### config.mk
export PLATFORM = sky130hd
export DESIGN_NAME = text_console_char_writer
export DESIGN_NICKNAME = d
export VERILOG_FILES = /design/src/design/tcw_pkg.sv /design/src/design/tcw_in_stage.sv /design/src/design/tcw_exec.sv /design/src/design/tcw_out_stage.sv /design/src/design/text_console_char_writer.sv
export SDC_FILE = /design/constraint.sdc
export NUM_CORES = 1
export LEC_CHECK = 0
export BUFFER_PORTS_ARGS = -buffer_cell sky130_fd_sc_hd__buf_2
export CELL_PAD_IN_SITES_DETAIL_PLACEMENT = 0
export CELL_PAD_IN_SITES_GLOBAL_PLACEMENT = 1
export CORE_UTILIZATION = 35
export CTS_BUF_LIST = sky130_fd_sc_hd__clkbuf_16
export CTS_CLUSTER_DIAMETER = 40
export DETAILED_ROUTE_END_ITERATION = 16
export PLACE_DENSITY = 0.74
export SKIP_CTS_REPAIR_TIMING = 1
export SLEW_MARGIN = 0
export SYNTH_ARGS = -nofsm -noshare
export SYNTH_HDL_FRONTEND = slang
export SYNTH_SLANG_ARGS = --single-unit
### constraint.sdc
create_clock -name clk -period 2.56 [get_ports clk]
set_input_delay 0 -clock clk [delete_from_list [all_inputs] [get_ports clk]]
set_output_delay 0 -clock clk [all_outputs]
set_load 0.01 [all_outputs]
### src/design/tcw_pkg.sv
`default_nettype none

package tcw_pkg;

  // Screen geometry and tab spacing.
  localparam int COLUMNS   = 80;
  localparam int ROWS      = 25;
  localparam int TAB_WIDTH = 8;

  // Field widths of the words on both channels.
  localparam int KIND_W   = 3;
  localparam int VALUE_W  = 8;
  localparam int ROW_IN_W = 8;
  localparam int COL_W    = 7;
  localparam int ROW_W    = 5;
  localparam int ATTR_W   = 8;
  localparam int ADDR_W   = 11;
  localparam int DATA_W   = 16;
  localparam int IN_DATA_W  = 16;
  localparam int OUT_DATA_W = 48;

  // Cell index before truncation to the address width.
  localparam int ADDR_FULL_W = ROW_W + COL_W;

  localparam int NUM_STOPS = COLUMNS / TAB_WIDTH;
  localparam logic [COL_W-1:0] COL_MAX = COL_W'(COLUMNS - 1);
  localparam logic [ROW_W-1:0] ROW_MAX = ROW_W'(ROWS - 1);

  localparam logic [ATTR_W-1:0] ATTR_RESET = 8'h1b;

  localparam logic [VALUE_W-1:0] CH_BS  = 8'd8;
  localparam logic [VALUE_W-1:0] CH_TAB = 8'd9;
  localparam logic [VALUE_W-1:0] CH_LF  = 8'd10;
  localparam logic [VALUE_W-1:0] CH_CR  = 8'd13;

  localparam int NUM_STYLES = 6;
  localparam int REV_PAIRS  = 3;

  // Styles in order: normal, bold, dim, reverse normal, reverse bold, reverse dim.
  // Row 0 is the color set, row 1 the black-and-white set.
  localparam logic [ATTR_W-1:0] STYLE_TABLE [2][NUM_STYLES] = '{
    '{8'h1b, 8'h1f, 8'h0f, 8'h13, 8'h4e, 8'h70},
    '{8'h07, 8'h0f, 8'h05, 8'h57, 8'h5f, 8'h70}
  };

  typedef enum logic [KIND_W-1:0] {
    KIND_PUT   = 3'd0,
    KIND_MOVE  = 3'd1,
    KIND_SET   = 3'd2,
    KIND_FG    = 3'd3,
    KIND_BG    = 3'd4,
    KIND_REV   = 3'd5,
    KIND_UNREV = 3'd6,
    KIND_STYLE = 3'd7
  } kind_t;

  typedef struct packed {
    kind_t                kind;
    logic [VALUE_W-1:0]   value;
    logic [ROW_IN_W-1:0]  row;
  } item_t;

  typedef struct packed {
    logic [COL_W-1:0]  col;
    logic [ROW_W-1:0]  row;
    logic [ATTR_W-1:0] attr;
  } cursor_t;

  typedef struct packed {
    logic              write_enable;
    logic [ADDR_W-1:0] write_address;
    logic [DATA_W-1:0] write_data;
    cursor_t           cursor;
  } result_t;

  // Next tab stop after col, clamped to the last column.
  function automatic logic [COL_W-1:0] next_tab(input logic [COL_W-1:0] col);
    logic [COL_W-1:0] res;
    int stop;
    res = COL_MAX;
    for (int k = NUM_STOPS; k >= 1; k--) begin
      stop = k * TAB_WIDTH;
      if (stop < COLUMNS && stop > int'(col)) begin
        res = COL_W'(stop);
      end
    end
    return res;
  endfunction

  // Swap an attribute with its reverse partner in the active set; back selects
  // the reverse-to-plain direction. The first matching pair wins.
  function automatic logic [ATTR_W-1:0] reverse_of(input logic [ATTR_W-1:0] a,
                                                   input logic mono,
                                                   input logic back);
    logic [ATTR_W-1:0] res;
    logic [ATTR_W-1:0] from;
    logic [ATTR_W-1:0] to;
    res = a;
    for (int i = REV_PAIRS - 1; i >= 0; i--) begin
      from = back ? STYLE_TABLE[mono][i + REV_PAIRS] : STYLE_TABLE[mono][i];
      to   = back ? STYLE_TABLE[mono][i] : STYLE_TABLE[mono][i + REV_PAIRS];
      if (a == from) begin
        res = to;
      end
    end
    return res;
  endfunction

endpackage

`default_nettype wire

### src/design/tcw_in_stage.sv
`default_nettype none

module tcw_in_stage (
  input  wire logic            clk,
  input  wire logic            rst_n,
  input  wire logic            in_valid,
  output logic                 in_ready,
  input  wire tcw_pkg::item_t  in_item,
  input  wire logic            advance,
  output logic                 item_valid,
  output tcw_pkg::item_t       item
);
  import tcw_pkg::*;

  logic  valid_r;
  item_t item_r;

  // A word may enter when the stage is empty or the held one moves on in the same cycle.
  assign in_ready   = !valid_r || advance;
  assign item_valid = valid_r;
  assign item       = item_r;

  always_ff @(posedge clk) begin
    if (!rst_n) begin
      valid_r <= 1'b0;
    end else if (in_ready) begin
      valid_r <= in_valid;
    end
  end

  always_ff @(posedge clk) begin
    if (in_valid && in_ready) begin
      item_r <= in_item;
    end
  end

endmodule

`default_nettype wire

### src/design/tcw_exec.sv
`default_nettype none

module tcw_exec (
  input  wire tcw_pkg::item_t   item,
  input  wire tcw_pkg::cursor_t cur,
  input  wire logic             mono,
  output tcw_pkg::cursor_t      cur_nxt,
  output tcw_pkg::result_t      res
);
  import tcw_pkg::*;

  logic                   we;
  logic [ADDR_FULL_W-1:0] cell_idx;

  assign cell_idx = ADDR_FULL_W'(cur.row) * ADDR_FULL_W'(COLUMNS) + ADDR_FULL_W'(cur.col);

  always_comb begin
    cur_nxt = cur;
    we      = 1'b0;
    unique case (item.kind)
      KIND_PUT: begin
        priority if (item.value == CH_BS) begin
          if (cur.col != '0) cur_nxt.col = cur.col - COL_W'(1);
        end else if (item.value == CH_CR) begin
          cur_nxt.col = '0;
        end else if (item.value == CH_LF) begin
          if (cur.row < ROW_MAX) cur_nxt.row = cur.row + ROW_W'(1);
        end else if (item.value == CH_TAB) begin
          cur_nxt.col = next_tab(cur.col);
        end else begin
          we = 1'b1;
          if (cur.col < COL_MAX) cur_nxt.col = cur.col + COL_W'(1);
        end
      end
      KIND_MOVE: begin
        if (item.row < ROW_IN_W'(ROWS)) cur_nxt.row = item.row[ROW_W-1:0];
        if (item.value < VALUE_W'(COLUMNS)) cur_nxt.col = item.value[COL_W-1:0];
      end
      KIND_SET:   cur_nxt.attr = item.value;
      KIND_FG:    cur_nxt.attr = {cur.attr[7:4], item.value[3:0]};
      KIND_BG:    cur_nxt.attr = {item.value[3:0], cur.attr[3:0]};
      KIND_REV:   cur_nxt.attr = reverse_of(cur.attr, mono, 1'b0);
      KIND_UNREV: cur_nxt.attr = reverse_of(cur.attr, mono, 1'b1);
      KIND_STYLE: begin
        if (item.value < VALUE_W'(NUM_STYLES)) begin
          cur_nxt.attr = STYLE_TABLE[mono][item.value[2:0]];
        end
      end
      default: ;
    endcase
  end

  // Address and data read as zero on words that write nothing.
  always_comb begin
    res.write_enable  = we;
    res.write_address = we ? cell_idx[ADDR_W-1:0] : '0;
    res.write_data    = we ? {cur.attr, item.value} : '0;
    res.cursor        = cur_nxt;
  end

endmodule

`default_nettype wire

### src/design/tcw_out_stage.sv
`default_nettype none

module tcw_out_stage (
  input  wire logic              clk,
  input  wire logic              rst_n,
  input  wire logic              res_valid,
  input  wire tcw_pkg::result_t  res,
  output logic                   advance,
  output logic                   out_valid,
  input  wire logic              out_ready,
  output tcw_pkg::result_t       out_res
);
  import tcw_pkg::*;

  logic    valid_r;
  result_t res_r;

  assign advance   = !valid_r || out_ready;
  assign out_valid = valid_r;
  assign out_res   = res_r;

  always_ff @(posedge clk) begin
    if (!rst_n) begin
      valid_r <= 1'b0;
    end else if (advance) begin
      valid_r <= res_valid;
    end
  end

  always_ff @(posedge clk) begin
    if (advance && res_valid) begin
      res_r <= res;
    end
  end

endmodule

`default_nettype wire

### src/design/text_console_char_writer.sv
// Flow: a word accepted into the input register passes through the command logic
// into the result register when the output stage can advance, and is then offered.
// Throughput: one word per cycle while the output is taken; the cursor and
// attribute registers update through one pass of the command logic per word.
// Reset (synchronous, active low): cursor at column 0, row 0, attribute 0x1b,
// color mode, both pipeline registers empty.
`default_nettype none

module text_console_char_writer (
  input  wire logic                             clk,
  input  wire logic                             rst_n,
  input  wire logic                             in_tvalid,
  output logic                                  in_tready,
  // value [7:0], row [15:8]
  input  wire logic [tcw_pkg::IN_DATA_W-1:0]    in_tdata,
  // kind [2:0]
  input  wire logic [tcw_pkg::KIND_W-1:0]       in_tuser,
  output logic                                  out_tvalid,
  input  wire logic                             out_tready,
  // write_address [10:0], write_data [26:11], cursor_col [33:27],
  // cursor_row [38:34], attribute [46:39], zero [47]
  output logic [tcw_pkg::OUT_DATA_W-1:0]        out_tdata,
  // write_enable [0]
  output logic                                  out_tuser,
  input  wire logic                             cfg_we,
  input  wire logic                             cfg_wdata
);
  import tcw_pkg::*;

  item_t   in_item;
  item_t   item;
  logic    item_valid;
  logic    advance;
  logic    step;
  cursor_t cur_r;
  cursor_t cur_nxt;
  logic    mono_r;
  result_t res;
  result_t out_res;

  assign in_item.kind  = kind_t'(in_tuser);
  assign in_item.value = in_tdata[7:0];
  assign in_item.row   = in_tdata[15:8];

  tcw_in_stage u_in (
    .clk        (clk),
    .rst_n      (rst_n),
    .in_valid   (in_tvalid),
    .in_ready   (in_tready),
    .in_item    (in_item),
    .advance    (advance),
    .item_valid (item_valid),
    .item       (item)
  );

  tcw_exec u_exec (
    .item    (item),
    .cur     (cur_r),
    .mono    (mono_r),
    .cur_nxt (cur_nxt),
    .res     (res)
  );

  tcw_out_stage u_out (
    .clk       (clk),
    .rst_n     (rst_n),
    .res_valid (item_valid),
    .res       (res),
    .advance   (advance),
    .out_valid (out_tvalid),
    .out_ready (out_tready),
    .out_res   (out_res)
  );

  // The cursor state commits in the same cycle its result enters the output register.
  assign step = item_valid && advance;

  always_ff @(posedge clk) begin
    if (!rst_n) begin
      cur_r.col  <= '0;
      cur_r.row  <= '0;
      cur_r.attr <= ATTR_RESET;
      mono_r     <= 1'b0;
    end else begin
      if (step) begin
        cur_r <= cur_nxt;
      end
      if (cfg_we) begin
        mono_r <= cfg_wdata;
      end
    end
  end

  assign out_tuser = out_res.write_enable;
  assign out_tdata = {1'b0, out_res.cursor.attr, out_res.cursor.row, out_res.cursor.col,
                      out_res.write_data, out_res.write_address};

  a_col_range: assert property (@(posedge clk) disable iff (!rst_n)
    cur_r.col <= COL_MAX)
    else $error("cursor column out of range");

  a_row_range: assert property (@(posedge clk) disable iff (!rst_n)
    cur_r.row <= ROW_MAX)
    else $error("cursor row out of range");

  a_hold_state: assert property (@(posedge clk) disable iff (!rst_n)
    !step |=> $stable(cur_r))
    else $error("cursor state changed without a word moving on");

  a_out_matches_state: assert property (@(posedge clk) disable iff (!rst_n)
    step |=> out_res.cursor == cur_r)
    else $error("reported cursor differs from committed state");

  a_no_write_zero: assert property (@(posedge clk) disable iff (!rst_n)
    out_tvalid && !out_res.write_enable |->
      out_res.write_address == '0 && out_res.write_data == '0)
    else $error("non-write word carries address or data");

endmodule

`default_nettype wire
* After elaboration in Yosys (flattened, before gate mapping) *
Cells that the tools add are included.

word-level totals
  output and inout bits = 51
  bits in latches = 0
  logic and storage cells = 104
  bits in read-only memories = 0
  bits in writable memories = 0
  register bits after elaboration = 90
  bits of input ports = 25
  memories = 0

operators by class
  multiply operators = 1
  add/subtract/negate cells = 4
  mux-type cells = 41
  order comparisons = 16
  equal/unequal tests = 17
  div/mod/pow operators = 0
  reductions and logical operators = 8
  shifts and indexed selects = 0
  bitwise operators = 2

operators by type and width
  kind                   number
  $mux W7                14
  $mux W48               2
  $mux W8                9
  $eq A8 B8 Y1           6
  $pmux W8 S6            1
  $mux W45               1
  $eq A8 B4 Y1 const B   4
  $gt A6 B7 Y1 const A   4
  $mux W5                5
  $bmux W8 S3            1
  $pmux W12 S2           1
  $gt A5 B7 Y1 const A   2
  $gt A7 B7 Y1 const A   2
  $eq A3 B3 Y1 const B   4
  $add A11 B7 Y11        1
  $lt A8 B3 Y1 const B   1
  $lt A8 B5 Y1 const B   1
  $lt A8 B7 Y1 const B   1
  $add A7 B1 Y7 const B  1
  $gt A4 B7 Y1 const A   1
  $lt A7 B7 Y1 const B   1
  $mul A5 B3 Y7 const B  1
  $reduce_bool A7 Y1     1
  $sub A7 B1 Y7 const B  1
  15 further kinds       23

* Longest topological paths before layout *
  word-level depth = 15
  depth in mapped cells = 9
  depth with buffers taken out = 8

* Modules after synthesis *
A second synthesis with hierarchy kept.

unflattened totals
  cells, all modules = 583
  area total of the unflattened synthesis = 5725.5 um^2

by module, submodules not included
  module                    seq. area each (um^2)  area each (um^2)  cells an instance  times used
  tcw_exec                  0.0                    2725.1            410                1
  tcw_out_stage             1461.4                 1498.9            53                 1
  text_console_char_writer  420.4                  873.3             96                 1
  tcw_in_stage              590.6                  628.1             24                 1

* Worst setup path after synthesis *
OpenSTA, ideal clock, no wires.

  path type = reg2reg
  start point = reg u_out.valid_r (netlist: u_out.out_valid)
  end point = reg cur_r[17] in the netlist's numbering
  library setup time = 236 ps
  arrival time = 2458 ps
  data required time = 2324 ps
  path slack = -135 ps
  cell stages (with the launch flop) = 6
  cells stage by stage = dfxtp_1 > nor2b_1 > nand2b_1 > inv_1 > clkbuf_1 > a41oi_1

on the way
  longest elaborated chain between the ends = 3

RTL lines
  element                   line                            text
  start: declaration        tcw_out_stage.sv:15             logic valid_r;
  start signal: assignment  tcw_out_stage.sv:26             valid_r <= res_valid;
  $logic_not A1 Y1          tcw_out_stage.sv:18             assign advance = !valid_r || out_ready;
  $logic_or A1 B1 Y1        tcw_out_stage.sv:18
  $logic_and A1 B1 Y1       text_console_char_writer.sv:76  assign step = item_valid && advance;
  named net step            text_console_char_writer.sv:34  logic step;
  end signal: assignment    text_console_char_writer.sv:86  cur_r <= cur_nxt;
  end: declaration          text_console_char_writer.sv:35  cursor_t cur_r;

The timed path passes the listed nets, and every way through them passes these cells.
A chain may end at the register's enable or synchronous reset.

* Final worst setup path *
  start point = reg cur_r[11] in the netlist's numbering
  end point = reg u_out.res_r, in the netlist u_out.out_res[46], data pin

on the way
  longest elaborated chain between the ends = 2

RTL lines
  element                 line                 text
  $mul A5 B3 Y7           tcw_exec.sv:15       assign cell_idx = ADDR_FULL_W'(cur.row) * ADDR_FULL_W'(COLUMNS) + ADDR_FULL_W'(cur.col);
  $add A11 B7 Y11         tcw_exec.sv:15
  end signal: assignment  tcw_out_stage.sv:32  res_r <= res;
  end: declaration        tcw_out_stage.sv:16  result_t res_r;

No other way between the ends.

==> results.md <==
- Outcome: finished, final reports clean
- Asr flop ratio synth: 0%
- RSZ-0062 raised after global routing: false
- Critical Path RT: 2.68 ns
- Number of max-cap violations: 0
- Reg2reg setup slack: 0.17 ns
- Final min period: 2.39 ns
- NumNets Final: 680
- Total power: 3.69 mW
- RR Startpoint: cur_r[11]
- CP arrival: between 2 and 3 ns
- DIE HEIGHT: 125 um
- Reg clk slew, reported paths: around 0.070 ns
- Max-slew headroom: 45.9%
- Core area: 14600 um^2
- Post-synth EDFFs: 67
- DR iter-0 viols: 356
- # DRC: 0
- Slew Limit Fails: 0
- Clock Latency Late Sink: between 0.3 and 0.4 ns
- Total track usage: 18.7%
- Worst slew pin tran: around 0.81 ns
- HPWL after DPL: 10400 um
- Most common cell after layout, fill and taps aside: buf_2
- IO Port Bufs: 74
- Unique masters post-synth: 80
- Largest net degree at the start of global routing: 39
- Final instance area: between 6000 and 7000 um^2
- Routed via count: 4596
- Min-delay worst type: input pin to flop
- Pre-antenna DRT Iters: 5
- Reg2Reg Depth: 8
- Die area: 15500 um^2
- Wire length per cell: 17.6 um
- Area delta synth->final: 23.4%
- Pleak: 2.54 nW
- CTS tree: done
- Fin Clk Skew: around 0.0092 ns
- Initial core utilization: a little over a third
- Vias in the first global route: 4272
- Most frequent cells in the layout: buf_2, edfxtp_1, nor2_1, nand2_1, o21ai_0
- GP Congestion: 0.886
- Clock Tree Root: clkbuf_16
- #FFs+latches synth: 90
- TritonCTS buffer count: 9
- Deepest clock path buffer count: 2
- Clock sink total: 90
- Fin util: 44.6%
- Critical path fanouts, max: 8
- Chip width: 125 um
- Tcrit/Tclk final: between 90% and 100%
- Number of synthesis warnings: 0
- Syn_nets: 577
- Final setup vio count: 0
- Htree depth: 3
- Peak VDD IR: 0.324 mV
- Layout cells sized above 1: 21.8%
- Sequential-to-total area share from yosys stat: 46.9%
- Worst r2r dst: u_out.out_res[46]
- Num rows: 44
- First-pass GRT wire length: 23000 um
- Syn Inst Count: 538
- Worst Hold Path EP: cur_r[1]
- Mean area per synthesized cell: approximately 9.8 um^2
- Power Dens Cells: approximately 570 nW/um^2
- Crit. End Element: flop
- Hold_sp: rst_n
- Hold-critical path depth: 2
- Antenna violations before repair: 0
- Fmax: about 0.42 GHz
- Antenna cells: 0
- Vias per cell: 5.54
- WS Path Type: flop to flop
- Num ports: 76
- Main synth FF type: edfxtp_1
- Antenna Nets Post-Route: 0
- Final wirelength: 14600 um
- Startpoint types: flop
- GR Overflow Total: 0
- Post-route setup TNS: 0 ns
- Synthesized area: 5270 um^2
- Final hold vios: 0
- DP Area: between 5000 and 6000 um^2
==> layer usage <==
| metal | track usage, % | wire length, um | vias up | share of wire (%) |
|---|---|---|---|---|
| met1 | 26.5 | 6810 | 2196 | 47 |
| met3 | 3.61 | 887 | 14 | 6.1 |
| met2 | 28.3 | 6680 | 159 | 46 |
| met4 | 6.66 | 195 | 0 | 1.3 |
| met5 | 0 | 0 | - | 0 |
| li1 | - | - | 2227 | - |
==> flip-flops by register name, summed over array words and instances, names as in the netlist <==
| name | count |
|---|---|
| u_in.item | 19 |
| cur_r | 20 |
| u_out.out_valid | 1 |
| u_out.out_res | 48 |
| mono_r | 1 |
| u_in.item_valid | 1 |
==> worst max-delay path: stages (launching register included) <==
cell,delay (ns)
dfxtp_1,0.46
ha_1,0.29
ha_1,0.23
fa_1,0.39
xor2_1,0.24
o2111ai_1,0.17
xor2_1,0.19
xnor2_1,0.14
nor2_1,0.05
==> how the worst max path moves through the flow <==
stage | start | end | slack, ns | depth (start not counted)
after global placement | cur_r[9] | u_out.out_res[46] | 0.25 | 8
after floorplan | cur_r[9] | u_out.out_res[46] | 0.35 | 8
after global routing | cur_r[11] | u_out.out_res[46] | 0.002 | 8
final | cur_r[11] | u_out.out_res[46] | 0.17 | 8
after CTS | cur_r[9] | u_out.out_res[46] | 0.14 | 8
after detailed placement | cur_r[9] | u_out.out_res[46] | 0.14 | 8
==> layout make-up <==
| class | instances | area (um^2) |
|---|---|---|
| fillers | 1383 | 8090 |
| multi-input cells | 393 | 2570 |
| flip-flops and latches | 90 | 2470 |
| repair buffers | 130 | 848 |
| well taps | 184 | 230 |
| clock buffers | 9 | 225 |
| clock inverters | 7 | 92.6 |
| inverters | 17 | 63.8 |
==> cell families (layout without fill, tap and decap cells) <==
group           Yosys count  after routing  share of synthesized area, %
mux                       6              6                          1.16
buf+inv                  55            163                          4.32
fa+ha+maj                14             14                          3.61
flops                    90             90                          46.9
compound gates          155            155                          20.6
simple gates            206            206                          21.5
other cells               1              1                        0.0712
xor+xnor                 11             11                          1.83
==> stage by stage <==
step	setup slack (ns)	cells	hold slack (ns)
2_1_floorplan	0.349	538	0.0989
3_3_place_gp	0.246	791	0.176
3_5_place_dp	0.136	791	0.179
4_1_cts	0.138	807	-0.194
5_1_grt	0.00244	830	0.136
6_report	0.173	830	0.116
==> power breakdown <==
part	switching [mW]	internal (mW)	leakage, nW
sequential	0.0594	1.65	0.822
combinational	0.323	0.232	1.56
clock	0.573	0.853	0.151
total	0.955	2.74	2.54
==> synthesized netlist by cell type (all sizes together) (6+ instances only) <==
| cell | number | area [um^2] |
|---|---|---|
| xnor2 | 6 | 52.6 |
| ha | 12 | 150 |
| a31oi | 8 | 50.1 |
| buf | 11 | 62.6 |
| dfxtp | 23 | 460 |
| edfxtp | 67 | 2010 |
| a21oi | 25 | 125 |
| nand3 | 19 | 105 |
| o211ai | 9 | 67.6 |
| o21ai | 38 | 190 |
| a21o | 7 | 52.6 |
| nor2b | 12 | 75.1 |
| inv | 17 | 63.8 |
| nand2b | 7 | 43.8 |
| nor2 | 43 | 161 |
| or3 | 7 | 43.8 |
| nor3 | 13 | 70.1 |
| nand2 | 43 | 161 |
| clkbuf | 27 | 101 |
| nor4 | 6 | 52.6 |
| and2 | 22 | 138 |
| a22oi | 6 | 45.0 |
No activity file was read; power rests on OpenSTA's default activity.
